$ cat src/hw/rtl/d2s_pkg.sv
`timescale 1ns / 1ps
`default_nettype none
// ----------------------------------------------------------------------------
// d2s_pkg
// Shared types and constants for the depth-to-space address generator.
// ----------------------------------------------------------------------------
package d2s_pkg;

  // Offset arithmetic wraps modulo 2^OffsetBits, then fits the 32-bit field.
  localparam int unsigned OffsetBits = 32;
  localparam int unsigned OffW       = 32;
  localparam logic [OffW-1:0] OffsetMask =
      (OffsetBits >= OffW) ? {OffW{1'b1}} : OffW'((64'd1 << OffsetBits) - 64'd1);

  // Configuration port.
  localparam int unsigned CfgIdxW  = 3;
  localparam int unsigned CfgDataW = 13;

  typedef enum logic [CfgIdxW-1:0] {
    CfgBlockSize   = 3'd0,
    CfgChannelsOut = 3'd1,
    CfgInHeight    = 3'd2,
    CfgInWidth     = 3'd3,
    CfgBatchCount  = 3'd4,
    CfgMode        = 3'd5,
    CfgElemBytes   = 3'd6
  } d2s_cfg_e;

  // Channel mapping.
  localparam logic ModeDcr = 1'b0;
  localparam logic ModeCrd = 1'b1;

  // Steps of the multiply-accumulate sequence that builds both offsets.
  typedef enum logic [2:0] {
    StepLoad  = 3'd0,
    StepMac1  = 3'd1,
    StepMac2  = 3'd2,
    StepMac3  = 3'd3,
    StepMac4  = 3'd4,
    StepMac5  = 3'd5,
    StepScale = 3'd6
  } d2s_step_e;

  // Controller to datapath.
  typedef struct packed {
    logic      clear_pos;  // restart: return the walk to element zero
    logic      mac;        // run one accumulate step
    d2s_step_e step;       // which step
    logic      load_out;   // move the offsets to the output register and advance
  } d2s_cmd_t;

  // Datapath to controller.
  typedef struct packed {
    logic out_busy;        // output register holds a result that is not taken now
  } d2s_status_t;

endpackage
`default_nettype wire

$ cat src/hw/rtl/d2s_in_if.sv
`timescale 1ns / 1ps
`default_nettype none
// ----------------------------------------------------------------------------
// d2s_in_if
// Request channel: one transaction asks for the next address pair.
// ----------------------------------------------------------------------------
interface d2s_in_if;
  logic valid;
  logic ready;
  logic restart;

  modport source (output valid, output restart, input ready);
  modport sink   (input valid, input restart, output ready);
endinterface
`default_nettype wire

$ cat src/hw/rtl/d2s_out_if.sv
`timescale 1ns / 1ps
`default_nettype none
// ----------------------------------------------------------------------------
// d2s_out_if
// Result channel: source and destination byte offsets and the last flag.
// ----------------------------------------------------------------------------
interface d2s_out_if;
  logic        valid;
  logic        ready;
  logic [31:0] src_offset;
  logic [31:0] dst_offset;
  logic        last;

  modport source (output valid, output src_offset, output dst_offset, output last,
                  input ready);
  modport sink   (input valid, input src_offset, input dst_offset, input last,
                  output ready);
endinterface
`default_nettype wire

$ cat src/hw/rtl/d2s_ctrl.sv
`timescale 1ns / 1ps
`default_nettype none
// ----------------------------------------------------------------------------
// d2s_ctrl
// Sequencer: accepts a request, steps the datapath through the offset
// calculation and hands the result to the output register.
// ----------------------------------------------------------------------------
module d2s_ctrl (
  input  wire                  clk_i,
  input  wire                  rst_ni,
  input  wire                  in_valid_i,
  input  wire                  in_restart_i,
  output logic                 in_ready_o,
  input  d2s_pkg::d2s_status_t st_i,
  output d2s_pkg::d2s_cmd_t    cmd_o
);
  import d2s_pkg::*;

  typedef enum logic [1:0] {
    StIdle,
    StCalc,
    StDone
  } state_e;

  state_e    state_q, state_d;
  d2s_step_e step_q, step_d;
  logic      in_acc;

  assign in_ready_o = (state_q == StIdle);
  assign in_acc     = in_valid_i && in_ready_o;

  always_comb begin
    state_d         = state_q;
    step_d          = step_q;
    cmd_o.clear_pos = 1'b0;
    cmd_o.mac       = 1'b0;
    cmd_o.step      = step_q;
    cmd_o.load_out  = 1'b0;
    case (state_q)
      StIdle: begin
        if (in_acc) begin
          cmd_o.clear_pos = in_restart_i;
          step_d          = StepLoad;
          state_d         = StCalc;
        end
      end
      StCalc: begin
        cmd_o.mac = 1'b1;
        if (step_q == StepScale) begin
          state_d = StDone;
        end else begin
          step_d = d2s_step_e'(step_q + 3'd1);
        end
      end
      StDone: begin
        if (!st_i.out_busy) begin
          cmd_o.load_out = 1'b1;
          state_d        = StIdle;
        end
      end
      default: begin
        state_d = StIdle;
      end
    endcase
  end

  always_ff @(posedge clk_i or negedge rst_ni) begin
    if (!rst_ni) begin
      state_q <= StIdle;
      step_q  <= StepLoad;
    end else begin
      state_q <= state_d;
      step_q  <= step_d;
    end
  end

`ifndef SYNTHESIS
  a_accept_starts_calc: assert property (@(posedge clk_i) disable iff (!rst_ni)
    in_acc |=> (state_q == StCalc) && (step_q == StepLoad))
    else $error("accepted request did not start the calculation at its first step");

  a_no_overwrite: assert property (@(posedge clk_i) disable iff (!rst_ni)
    cmd_o.load_out |-> !st_i.out_busy)
    else $error("output register loaded while it still holds a result");

  a_calc_ends: assert property (@(posedge clk_i) disable iff (!rst_ni)
    (state_q == StCalc) && (step_q == StepScale) |=> (state_q == StDone))
    else $error("calculation did not finish after its scaling step");
`endif

endmodule
`default_nettype wire

$ cat src/hw/rtl/d2s_dpath.sv
`timescale 1ns / 1ps
`default_nettype none
// ----------------------------------------------------------------------------
// d2s_dpath
// Configuration registers, walk position counters, two multiply-accumulate
// lanes for the source and destination offsets, and the output register.
// ----------------------------------------------------------------------------
module d2s_dpath (
  input  wire                           clk_i,
  input  wire                           rst_ni,
  input  wire                           cfg_we_i,
  input  wire  [d2s_pkg::CfgIdxW-1:0]   cfg_index_i,
  input  wire  [d2s_pkg::CfgDataW-1:0]  cfg_wdata_i,
  input  d2s_pkg::d2s_cmd_t             cmd_i,
  output d2s_pkg::d2s_status_t          st_o,
  input  wire                           out_ready_i,
  output logic                          out_valid_o,
  output logic [d2s_pkg::OffW-1:0]      src_offset_o,
  output logic [d2s_pkg::OffW-1:0]      dst_offset_o,
  output logic                          last_o
);
  import d2s_pkg::*;

  // Saturate a register value into 1..hi.
  function automatic logic [12:0] clamp13(input logic [12:0] v, input logic [12:0] hi);
    logic [12:0] r;
    if (v == 13'd0) begin
      r = 13'd1;
    end else if (v > hi) begin
      r = hi;
    end else begin
      r = v;
    end
    return r;
  endfunction

  // Configuration registers.
  logic [4:0]  block_size_q;
  logic [12:0] channels_out_q, in_height_q, in_width_q;
  logic [8:0]  batch_count_q;
  logic        mode_q;
  logic [3:0]  elem_bytes_q;

  always_ff @(posedge clk_i or negedge rst_ni) begin
    if (!rst_ni) begin
      block_size_q   <= 5'd2;
      channels_out_q <= 13'd1;
      in_height_q    <= 13'd1;
      in_width_q     <= 13'd1;
      batch_count_q  <= 9'd1;
      mode_q         <= ModeDcr;
      elem_bytes_q   <= 4'd1;
    end else if (cfg_we_i) begin
      case (d2s_cfg_e'(cfg_index_i))
        CfgBlockSize:   block_size_q   <= cfg_wdata_i[4:0];
        CfgChannelsOut: channels_out_q <= cfg_wdata_i;
        CfgInHeight:    in_height_q    <= cfg_wdata_i;
        CfgInWidth:     in_width_q     <= cfg_wdata_i;
        CfgBatchCount:  batch_count_q  <= cfg_wdata_i[8:0];
        CfgMode:        mode_q         <= cfg_wdata_i[0];
        CfgElemBytes:   elem_bytes_q   <= cfg_wdata_i[3:0];
        default: ;
      endcase
    end
  end

  // Effective limits.
  logic [4:0]  bs_c;
  logic [12:0] nc_c, nh_c, nw_c;
  logic [8:0]  nb_c;
  logic [3:0]  eb_c;

  assign bs_c = 5'(clamp13({8'd0, block_size_q}, 13'd16));
  assign nc_c = clamp13(channels_out_q, 13'd4096);
  assign nh_c = clamp13(in_height_q, 13'd4096);
  assign nw_c = clamp13(in_width_q, 13'd4096);
  assign nb_c = 9'(clamp13({4'd0, batch_count_q}, 13'd256));
  assign eb_c = 4'(clamp13({9'd0, elem_bytes_q}, 13'd8));

  // Walk position.
  logic [7:0]  batch_q, batch_d;
  logic [11:0] chan_q, chan_d, src_row_q, src_row_d, src_col_q, src_col_d;
  logic [3:0]  blk_row_q, blk_row_d, blk_col_q, blk_col_d;
  logic        w_bc, w_sc, w_br, w_sr, w_ch, w_ba, last_c;

  assign w_bc = ({1'b0, blk_col_q} + 5'd1)  >= bs_c;
  assign w_sc = ({1'b0, src_col_q} + 13'd1) >= nw_c;
  assign w_br = ({1'b0, blk_row_q} + 5'd1)  >= bs_c;
  assign w_sr = ({1'b0, src_row_q} + 13'd1) >= nh_c;
  assign w_ch = ({1'b0, chan_q} + 13'd1)    >= nc_c;
  assign w_ba = ({1'b0, batch_q} + 9'd1)    >= nb_c;
  assign last_c = w_bc && w_sc && w_br && w_sr && w_ch && w_ba;

  always_comb begin
    batch_d   = batch_q;
    chan_d    = chan_q;
    src_row_d = src_row_q;
    blk_row_d = blk_row_q;
    src_col_d = src_col_q;
    blk_col_d = blk_col_q;
    if (cmd_i.clear_pos) begin
      batch_d   = '0;
      chan_d    = '0;
      src_row_d = '0;
      blk_row_d = '0;
      src_col_d = '0;
      blk_col_d = '0;
    end else if (cmd_i.load_out) begin
      // Odometer: each level moves on when every level below it wraps.
      blk_col_d = w_bc ? 4'd0 : blk_col_q + 4'd1;
      if (w_bc) begin
        src_col_d = w_sc ? 12'd0 : src_col_q + 12'd1;
      end
      if (w_bc && w_sc) begin
        blk_row_d = w_br ? 4'd0 : blk_row_q + 4'd1;
      end
      if (w_bc && w_sc && w_br) begin
        src_row_d = w_sr ? 12'd0 : src_row_q + 12'd1;
      end
      if (w_bc && w_sc && w_br && w_sr) begin
        chan_d = w_ch ? 12'd0 : chan_q + 12'd1;
      end
      if (w_bc && w_sc && w_br && w_sr && w_ch) begin
        batch_d = w_ba ? 8'd0 : batch_q + 8'd1;
      end
    end
  end

  always_ff @(posedge clk_i or negedge rst_ni) begin
    if (!rst_ni) begin
      batch_q   <= '0;
      chan_q    <= '0;
      src_row_q <= '0;
      blk_row_q <= '0;
      src_col_q <= '0;
      blk_col_q <= '0;
    end else begin
      batch_q   <= batch_d;
      chan_q    <= chan_d;
      src_row_q <= src_row_d;
      blk_row_q <= blk_row_d;
      src_col_q <= src_col_d;
      blk_col_q <= blk_col_d;
    end
  end

  // Multiply-accumulate lanes: acc = acc * mul + add, all modulo 2^32.
  logic [12:0]     src_mul, dst_mul;
  logic [11:0]     src_add, dst_add;
  logic [OffW-1:0] src_acc_q, src_acc_d, dst_acc_q, dst_acc_d;

  always_comb begin
    src_mul = 13'd0;
    src_add = 12'd0;
    dst_mul = 13'd0;
    dst_add = 12'd0;
    case (cmd_i.step)
      StepLoad: begin
        src_add = {4'd0, batch_q};
        dst_add = {4'd0, batch_q};
      end
      StepMac1: begin
        src_mul = (mode_q == ModeCrd) ? nc_c : 13'(bs_c);
        src_add = (mode_q == ModeCrd) ? chan_q : 12'(blk_row_q);
        dst_mul = nc_c;
        dst_add = chan_q;
      end
      StepMac2: begin
        src_mul = 13'(bs_c);
        src_add = (mode_q == ModeCrd) ? 12'(blk_row_q) : 12'(blk_col_q);
        dst_mul = nh_c;
        dst_add = src_row_q;
      end
      StepMac3: begin
        src_mul = (mode_q == ModeCrd) ? 13'(bs_c) : nc_c;
        src_add = (mode_q == ModeCrd) ? 12'(blk_col_q) : chan_q;
        dst_mul = 13'(bs_c);
        dst_add = 12'(blk_row_q);
      end
      StepMac4: begin
        src_mul = nh_c;
        src_add = src_row_q;
        dst_mul = nw_c;
        dst_add = src_col_q;
      end
      StepMac5: begin
        src_mul = nw_c;
        src_add = src_col_q;
        dst_mul = 13'(bs_c);
        dst_add = 12'(blk_col_q);
      end
      StepScale: begin
        src_mul = 13'(eb_c);
        dst_mul = 13'(eb_c);
      end
      default: ;
    endcase
  end

  assign src_acc_d = src_acc_q * OffW'(src_mul) + OffW'(src_add);
  assign dst_acc_d = dst_acc_q * OffW'(dst_mul) + OffW'(dst_add);

  // The accumulators start from zero so that the load step, which multiplies
  // the old value by zero, never sees an unknown value.
  always_ff @(posedge clk_i or negedge rst_ni) begin
    if (!rst_ni) begin
      src_acc_q <= '0;
      dst_acc_q <= '0;
    end else if (cmd_i.mac) begin
      src_acc_q <= src_acc_d;
      dst_acc_q <= dst_acc_d;
    end
  end

  // Output register.
  logic            out_valid_q, out_valid_d;
  logic [OffW-1:0] out_src_q, out_dst_q;
  logic            out_last_q;

  assign out_valid_d = cmd_i.load_out ? 1'b1 : (out_ready_i ? 1'b0 : out_valid_q);

  always_ff @(posedge clk_i or negedge rst_ni) begin
    if (!rst_ni) begin
      out_valid_q <= 1'b0;
    end else begin
      out_valid_q <= out_valid_d;
    end
  end

  always_ff @(posedge clk_i) begin
    if (cmd_i.load_out) begin
      out_src_q  <= src_acc_q & OffsetMask;
      out_dst_q  <= dst_acc_q & OffsetMask;
      out_last_q <= last_c;
    end
  end

  assign st_o.out_busy = out_valid_q && !out_ready_i;
  assign out_valid_o   = out_valid_q;
  assign src_offset_o  = out_src_q;
  assign dst_offset_o  = out_dst_q;
  assign last_o        = out_last_q;

`ifndef SYNTHESIS
  a_restart_clears: assert property (@(posedge clk_i) disable iff (!rst_ni)
    cmd_i.clear_pos |=> (batch_q == '0) && (chan_q == '0) && (src_row_q == '0) &&
                        (blk_row_q == '0) && (src_col_q == '0) && (blk_col_q == '0))
    else $error("restart did not return the walk to element zero");

  a_last_wraps: assert property (@(posedge clk_i) disable iff (!rst_ni)
    cmd_i.load_out && last_c |=> (batch_q == '0) && (chan_q == '0) &&
                                 (src_row_q == '0) && (blk_row_q == '0) &&
                                 (src_col_q == '0) && (blk_col_q == '0))
    else $error("walk did not wrap after the final element");

  a_load_sets_valid: assert property (@(posedge clk_i) disable iff (!rst_ni)
    cmd_i.load_out |=> out_valid_q && (out_last_q == $past(last_c)))
    else $error("loaded result not presented with its last flag");
`endif

endmodule
`default_nettype wire

$ cat src/hw/rtl/depth_to_space_address_gen_top.sv
`timescale 1ns / 1ps
`default_nettype none
// ----------------------------------------------------------------------------
// depth_to_space_address_gen_top
// Depth-to-space address generator: for each request, the source and
// destination byte offsets of the next output element of an NCHW tensor.
// ----------------------------------------------------------------------------
//
//   Channel   Direction  Payload                           Handshake
//   in_i      sink       restart                           valid / ready
//   out_o     source     src_offset, dst_offset, last      valid / ready
//   cfg       write      cfg_index_i, cfg_wdata_i          cfg_we_i only
//
// A request is taken when the block is idle. Both offset lanes then run
// the seven-step multiply-accumulate sequence in step, after which the
// result is captured and the block returns to idle for the next request.
// The result sits in an output register, so a new request is taken while
// the previous result waits; the following result is held back until the
// output register is free.
// Reset is asynchronous and active low and returns the walk and the
// configuration to their defaults; no clearing pass is needed.
//
module depth_to_space_address_gen_top (
  input  wire                          clk_i,
  input  wire                          rst_ni,
  input  wire                          cfg_we_i,
  input  wire [d2s_pkg::CfgIdxW-1:0]   cfg_index_i,
  input  wire [d2s_pkg::CfgDataW-1:0]  cfg_wdata_i,
  d2s_in_if.sink                       in_i,
  d2s_out_if.source                    out_o
);
  import d2s_pkg::*;

  // Commands from the sequencer and status back from the datapath.
  d2s_cmd_t    cmd;
  d2s_status_t st;
  logic        in_ready;

  // The sequencer owns the request handshake and decides when each
  // accumulate step runs and when the result may enter the output register.
  d2s_ctrl u_ctrl (
    .clk_i        (clk_i),
    .rst_ni       (rst_ni),
    .in_valid_i   (in_i.valid),
    .in_restart_i (in_i.restart),
    .in_ready_o   (in_ready),
    .st_i         (st),
    .cmd_o        (cmd)
  );

  assign in_i.ready = in_ready;

  // The datapath holds the configuration, the walk position, the two
  // accumulators and the output register with its valid flag.
  d2s_dpath u_dpath (
    .clk_i        (clk_i),
    .rst_ni       (rst_ni),
    .cfg_we_i     (cfg_we_i),
    .cfg_index_i  (cfg_index_i),
    .cfg_wdata_i  (cfg_wdata_i),
    .cmd_i        (cmd),
    .st_o         (st),
    .out_ready_i  (out_o.ready),
    .out_valid_o  (out_o.valid),
    .src_offset_o (out_o.src_offset),
    .dst_offset_o (out_o.dst_offset),
    .last_o       (out_o.last)
  );

endmodule
`default_nettype wire

$ cat src/flat_wrapper.sv
// flat-port wrapper written by rule: the top's interface ports become plain ports
module depth_to_space_address_gen_top_flat import d2s_pkg::*;
  (clk_i, rst_ni, cfg_we_i, cfg_index_i, cfg_wdata_i, in_i_valid, in_i_restart, in_i_ready, out_o_valid, out_o_src_offset, out_o_dst_offset, out_o_last, out_o_ready);
  d2s_in_if in_i_i ();
  d2s_out_if out_o_i ();
  input  wire clk_i;
  input  wire rst_ni;
  input  wire cfg_we_i;
  input  wire [d2s_pkg::CfgIdxW-1:0] cfg_index_i;
  input  wire [d2s_pkg::CfgDataW-1:0] cfg_wdata_i;
  input wire logic [$bits(in_i_i.valid)-1:0] in_i_valid;
  input wire logic [$bits(in_i_i.restart)-1:0] in_i_restart;
  output wire logic [$bits(in_i_i.ready)-1:0] in_i_ready;
  output wire logic [$bits(out_o_i.valid)-1:0] out_o_valid;
  output wire logic [$bits(out_o_i.src_offset)-1:0] out_o_src_offset;
  output wire logic [$bits(out_o_i.dst_offset)-1:0] out_o_dst_offset;
  output wire logic [$bits(out_o_i.last)-1:0] out_o_last;
  input wire logic [$bits(out_o_i.ready)-1:0] out_o_ready;
  assign in_i_i.valid = in_i_valid;
  assign in_i_i.restart = in_i_restart;
  assign in_i_ready = in_i_i.ready;
  assign out_o_valid = out_o_i.valid;
  assign out_o_src_offset = out_o_i.src_offset;
  assign out_o_dst_offset = out_o_i.dst_offset;
  assign out_o_last = out_o_i.last;
  assign out_o_i.ready = out_o_ready;
  depth_to_space_address_gen_top u_core (.clk_i(clk_i), .rst_ni(rst_ni), .cfg_we_i(cfg_we_i), .cfg_index_i(cfg_index_i), .cfg_wdata_i(cfg_wdata_i), .in_i(in_i_i), .out_o(out_o_i));
endmodule
$ cat config.mk
export PLATFORM = sky130hd
export DESIGN_NAME = depth_to_space_address_gen_top_flat
export DESIGN_NICKNAME = d
export VERILOG_FILES = /design/src/hw/rtl/d2s_pkg.sv /design/src/hw/rtl/d2s_in_if.sv /design/src/hw/rtl/d2s_out_if.sv /design/src/hw/rtl/d2s_ctrl.sv /design/src/hw/rtl/d2s_dpath.sv /design/src/hw/rtl/depth_to_space_address_gen_top.sv /design/src/flat_wrapper.sv
export SDC_FILE = /design/constraint.sdc
export NUM_CORES = 2
export LEC_CHECK = 0
export BUFFER_PORTS_ARGS = -buffer_cell sky130_fd_sc_hd__buf_2
export CORE_MARGIN = 2
export CORE_UTILIZATION = 31
export CTS_BUF_LIST = sky130_fd_sc_hd__clkbuf_4
export DETAILED_ROUTE_END_ITERATION = 6
export GPL_TIMING_DRIVEN = 0
export PLACE_DENSITY_LB_ADDON = 0.3
export SLEW_MARGIN = 20
export SYNTH_ARGS = -nofsm -noshare
export SYNTH_HDL_FRONTEND = slang
export SYNTH_HIERARCHICAL = 1
export SYNTH_SLANG_ARGS = --single-unit
$ cat constraint.sdc
create_clock -name clk_i -period 15 [get_ports clk_i]
set_input_delay 3 -clock clk_i [delete_from_list [all_inputs] [get_ports clk_i]]
set_output_delay 3 -clock clk_i [all_outputs]
set_load 0.02 [all_outputs]
==> flow_summary.ini <==
[critical_path]
cp-end-kind = flop
slowest_delay_ns = 0.64
arrival_ns = 10.26
crit_type = reg2reg
cp_slowest_cell = clkbuf_1
cp-start-kind = flop
worst-path-max-fanout = 11
cp_data_required_time_ns = 15.68
cp_common_cell = fa_1

[sta]
fin_crit_sh = 0.639
slew_headroom = 0.196
whs_ns = 0.381
worst_pin_slew_ns = 1.21
hold_viol = 0
fin_skew_ns = 0.0898
fmax_mhz = 104
finalSetupViolCount = 0
rsz0062_at_grt = no
finalMaxSlewViolations = 0
fin_crit_ns = 9.58

[route]
wl_per_cell_um = 20.2
wirelength_um = 102000
drc = 0
ant_nets = 0
via_per_inst = 4.93
vias = 25100
drtPass1Iterations = 6
dr.first_iter.drc_count = 1665

[final_layout]
fin_nets = 4396
drive_gt1_frac = 0.109
fillers = 11100
stdcell_count = 5084
areaGrowthSynthToFinish_pct = 10.1

[die]
ios = 89
die_width_um = 332
die_h_um = 332
std_cell_rows = 120
core_area_mm2 = 0.107
dieArea_mm2 = 0.110
start_util = 0.312

[yosys]
synth_seq_cells = 245
yosysSeqAreaShare = 0.194
yosys_warnings = 6
synth_edf_count = 65
synth-main-ff-cell = dfrtp_1
syn_avg_cell_area_um2 = 9.68
synthesis.nets = 4217
netlist.area_leader.share = 0.318
synth_cell_type_count = 92
yosys-top-cells-area = fa_1 32%, dfrtp_1 13%, ha_1 8.4%, edfxtp_1 5.9%, nand2_1 5.8%
synth.largest_area_cell = fa_1
syn_inst = 3441
syn-cell-area_mm2 = 0.0333
synthArstFlopShare = 0.735

[pwr]
totalPowerFinal_mw = 8.23
power_density_mw_per_mm2 = 224
power.leakage_nw = 17.3
ir_drop_mv = 0.251

[placement]
dp.cells = 4942
port_buffers = 87
place_congestion = 0.936
hpwl_um = 82100

[clocking]
cts_inserted_buffers = 78
insertion_delay_ns = 0.87
cts_root_buffer = clkbuf_4
cts_tree = done
cts.sinks = 245
cts_resized = 0
htreeDepth = 3
clk_path_buf_depth = 3
clkTransAtPathRegs_ns = 0.06
cts_setup_buffers = 0
postCtsHoldBufs = 0

[grt]
grt_usage = 0.190
grt_overflow = 0
grt_pass1_wl_um = 160000
grt_start_max_net_pins = 83
antenna_found_initial = 5
grt_pass1_vias = 26500

[run]
cap_violations = 0

[min_path]
holdCritPathClass = reg2reg

[outcome]
status = completed
[final timing paths]
| kind | from | endpoint | slack, ns | depth (start not counted) |
|---|---|---|---|---|
| worst max register to register | u_core/u_ctrl/step_q[0] | u_core/u_dpath/src_acc_q[30] | 5.42 | 29 |
| max in group asynchronous | rst_ni | u_core/u_dpath/batch_count_q[0] | 12.15 | 2 |
| worst max-delay path | u_core/u_ctrl/step_q[0] | u_core/u_dpath/src_acc_q[30] | 5.42 | 29 |
| worst min-delay path | u_core/u_dpath/dst_acc_q[23] | u_core/u_dpath/dst_offset_o[23] | 0.38 | 0 |
| worst min register to register | u_core/u_dpath/dst_acc_q[23] | u_core/u_dpath/dst_offset_o[23] | 0.38 | 0 |
| min in group asynchronous | rst_ni | u_core/u_dpath/src_acc_q[15] | 2.01 | 1 |
[Yosys cell counts (8+ instances only)]
cell / instances
fa_1: 530
nand2_1: 511
inv_1: 465
and2_1: 280
ha_1: 224
dfrtp_1: 174
clkbuf_1: 157
mux2_2: 110
a21oi_1: 109
xnor2_1: 96
nor2_1: 89
edfxtp_1: 65
o21ai_0: 62
a21o_1: 49
nand2b_1: 46
nand3_1: 46
xor2_1: 35
nor2b_1: 29
mux2i_1: 25
a22oi_1: 22
and3_1: 22
a22o_1: 20
nor3_1: 18
a31oi_1: 17
buf_2: 15
o21a_1: 14
nor4_1: 12
o21bai_1: 12
a211oi_1: 8
nand4_1: 8
o22ai_1: 8
[logic make-up after synthesis]
family                     count (synthesis)  synth area share
and+or+nand+nor                         1110             0.164
DFF                                      245             0.194
adders and majority gates                754             0.402
muxes                                    136            0.0450
buffers and inverters                    654            0.0749
xor gates and xnor gates                 136            0.0374
AOI/OAI and AO/OA                        406            0.0821
[layout by cell type (no fill, tap or decap), types with 8 or more instances in the layout]
| cell type | netlist | final |
|---|---|---|
| nor3_1 | 18 | 16 |
| and3_1 | 22 | 22 |
| o21ai_0 | 62 | 62 |
| o22ai_1 | 8 | 8 |
| a21o_1 | 49 | 49 |
| dfrtp_1 | 174 | 174 |
| nand2b_1 | 46 | 46 |
| xor2_1 | 35 | 35 |
| inv_1 | 465 | 465 |
| a22oi_1 | 22 | 22 |
| nand4_1 | 8 | 8 |
| nor4_1 | 12 | 12 |
| a211oi_1 | 8 | 8 |
| clkinv_1 | 2 | 19 |
| nand3_1 | 46 | 46 |
| nor2b_1 | 29 | 29 |
| a22o_1 | 20 | 20 |
| and2_1 | 280 | 280 |
| a31oi_1 | 17 | 17 |
| ha_1 | 224 | 224 |
| xnor2_1 | 96 | 96 |
| o21a_1 | 14 | 14 |
| mux2_2 | 110 | 110 |
| mux2i_1 | 25 | 25 |
| nand2_1 | 511 | 511 |
| nor2_1 | 89 | 89 |
| edfxtp_1 | 65 | 65 |
| fa_1 | 530 | 530 |
| clkbuf_4 | 0 | 109 |
| a21oi_1 | 109 | 109 |
| clkbuf_1 | 157 | 156 |
| buf_2 | 15 | 102 |
| buf_4 | 4 | 13 |
| o21bai_1 | 12 | 12 |
[power by group]
group	total, mW	internal [mW]	switching, mW
sequential	1.13	0.878	0.251
clock	0.714	0.370	0.343
combinational	6.39	2.66	3.72
total	8.23	3.91	4.32
[sequential cells by signal, indices dropped and copies added (netlist names), 2 cells and up]
name and count:
u_core/u_dpath/elem_bytes_q 4, u_core/u_dpath/dst_acc_q 32, u_core/u_dpath/src_col_q 12, u_core/u_dpath/dst_offset_o 32, u_core/u_dpath/block_size_q 5, u_core/u_dpath/in_height_q 13, u_core/u_dpath/batch_count_q 9, u_core/u_ctrl/step_q 3
u_core/u_ctrl/state_q 2, u_core/u_dpath/src_row_q 12, u_core/u_dpath/in_width_q 13, u_core/u_dpath/blk_row_q 4, u_core/u_dpath/src_acc_q 32, u_core/u_dpath/blk_col_q 4, u_core/u_dpath/batch_q 8, u_core/u_dpath/chan_q 12
u_core/u_dpath/src_offset_o 32, u_core/u_dpath/channels_out_q 13
[worst max-delay path: cells and delay by family (launching register included)]
kind                     cells  cell delay, ns
buffers and inverters        6            1.54
multiplexers                 1            0.26
AND/OR/NAND/NOR              4            0.96
adder cells (fa/ha/maj)      7            3.07
flip-flops                   1            0.55
XOR/XNOR                     1            0.07
AO/OA/AOI/OAI               10            2.99
[layer usage]
layer  global-route usage  wire length, um  up-vias  share of wire
met5                    0                0        -              0
met4               0.0598             3230        0          0.032
met3               0.0316             6120      172          0.060
met2                0.311            48200      743           0.47
met1                0.256            44900    12700           0.44
li1                     -                -    11400              -
[cell type report]
cell class                      instances  area [um^2]  area share
Buffer                                184          733      0.0200
Clock inverter                         30          183     0.00498
Tap cell                             1403         1760      0.0479
Sequential cell                       245         6460       0.176
Inverter                              470         1760      0.0481
Clock buffer                          109          818      0.0223
Multi-Input combinational cell       2542        24400       0.665
Antenna cell                            2         5.00    0.000136
Timing Repair Buffer                   99          573      0.0156
[through the flow]
step | setup TNS, ns | util | instance area [um^2] | setup WS, ns
floorplan | 0 | - | 33300 | 5.06
global placement | -0.524 | 0.332 | 35500 | -0.114
detailed placement | 0 | 0.334 | 35700 | 5.45
CTS | 0 | 0.343 | 36700 | 5.44
global route | 0 | 0.343 | 36700 | 5.02
finish | 0 | 0.343 | 36700 | 5.42
Note: power is estimated with default switching activity, not from simulation.
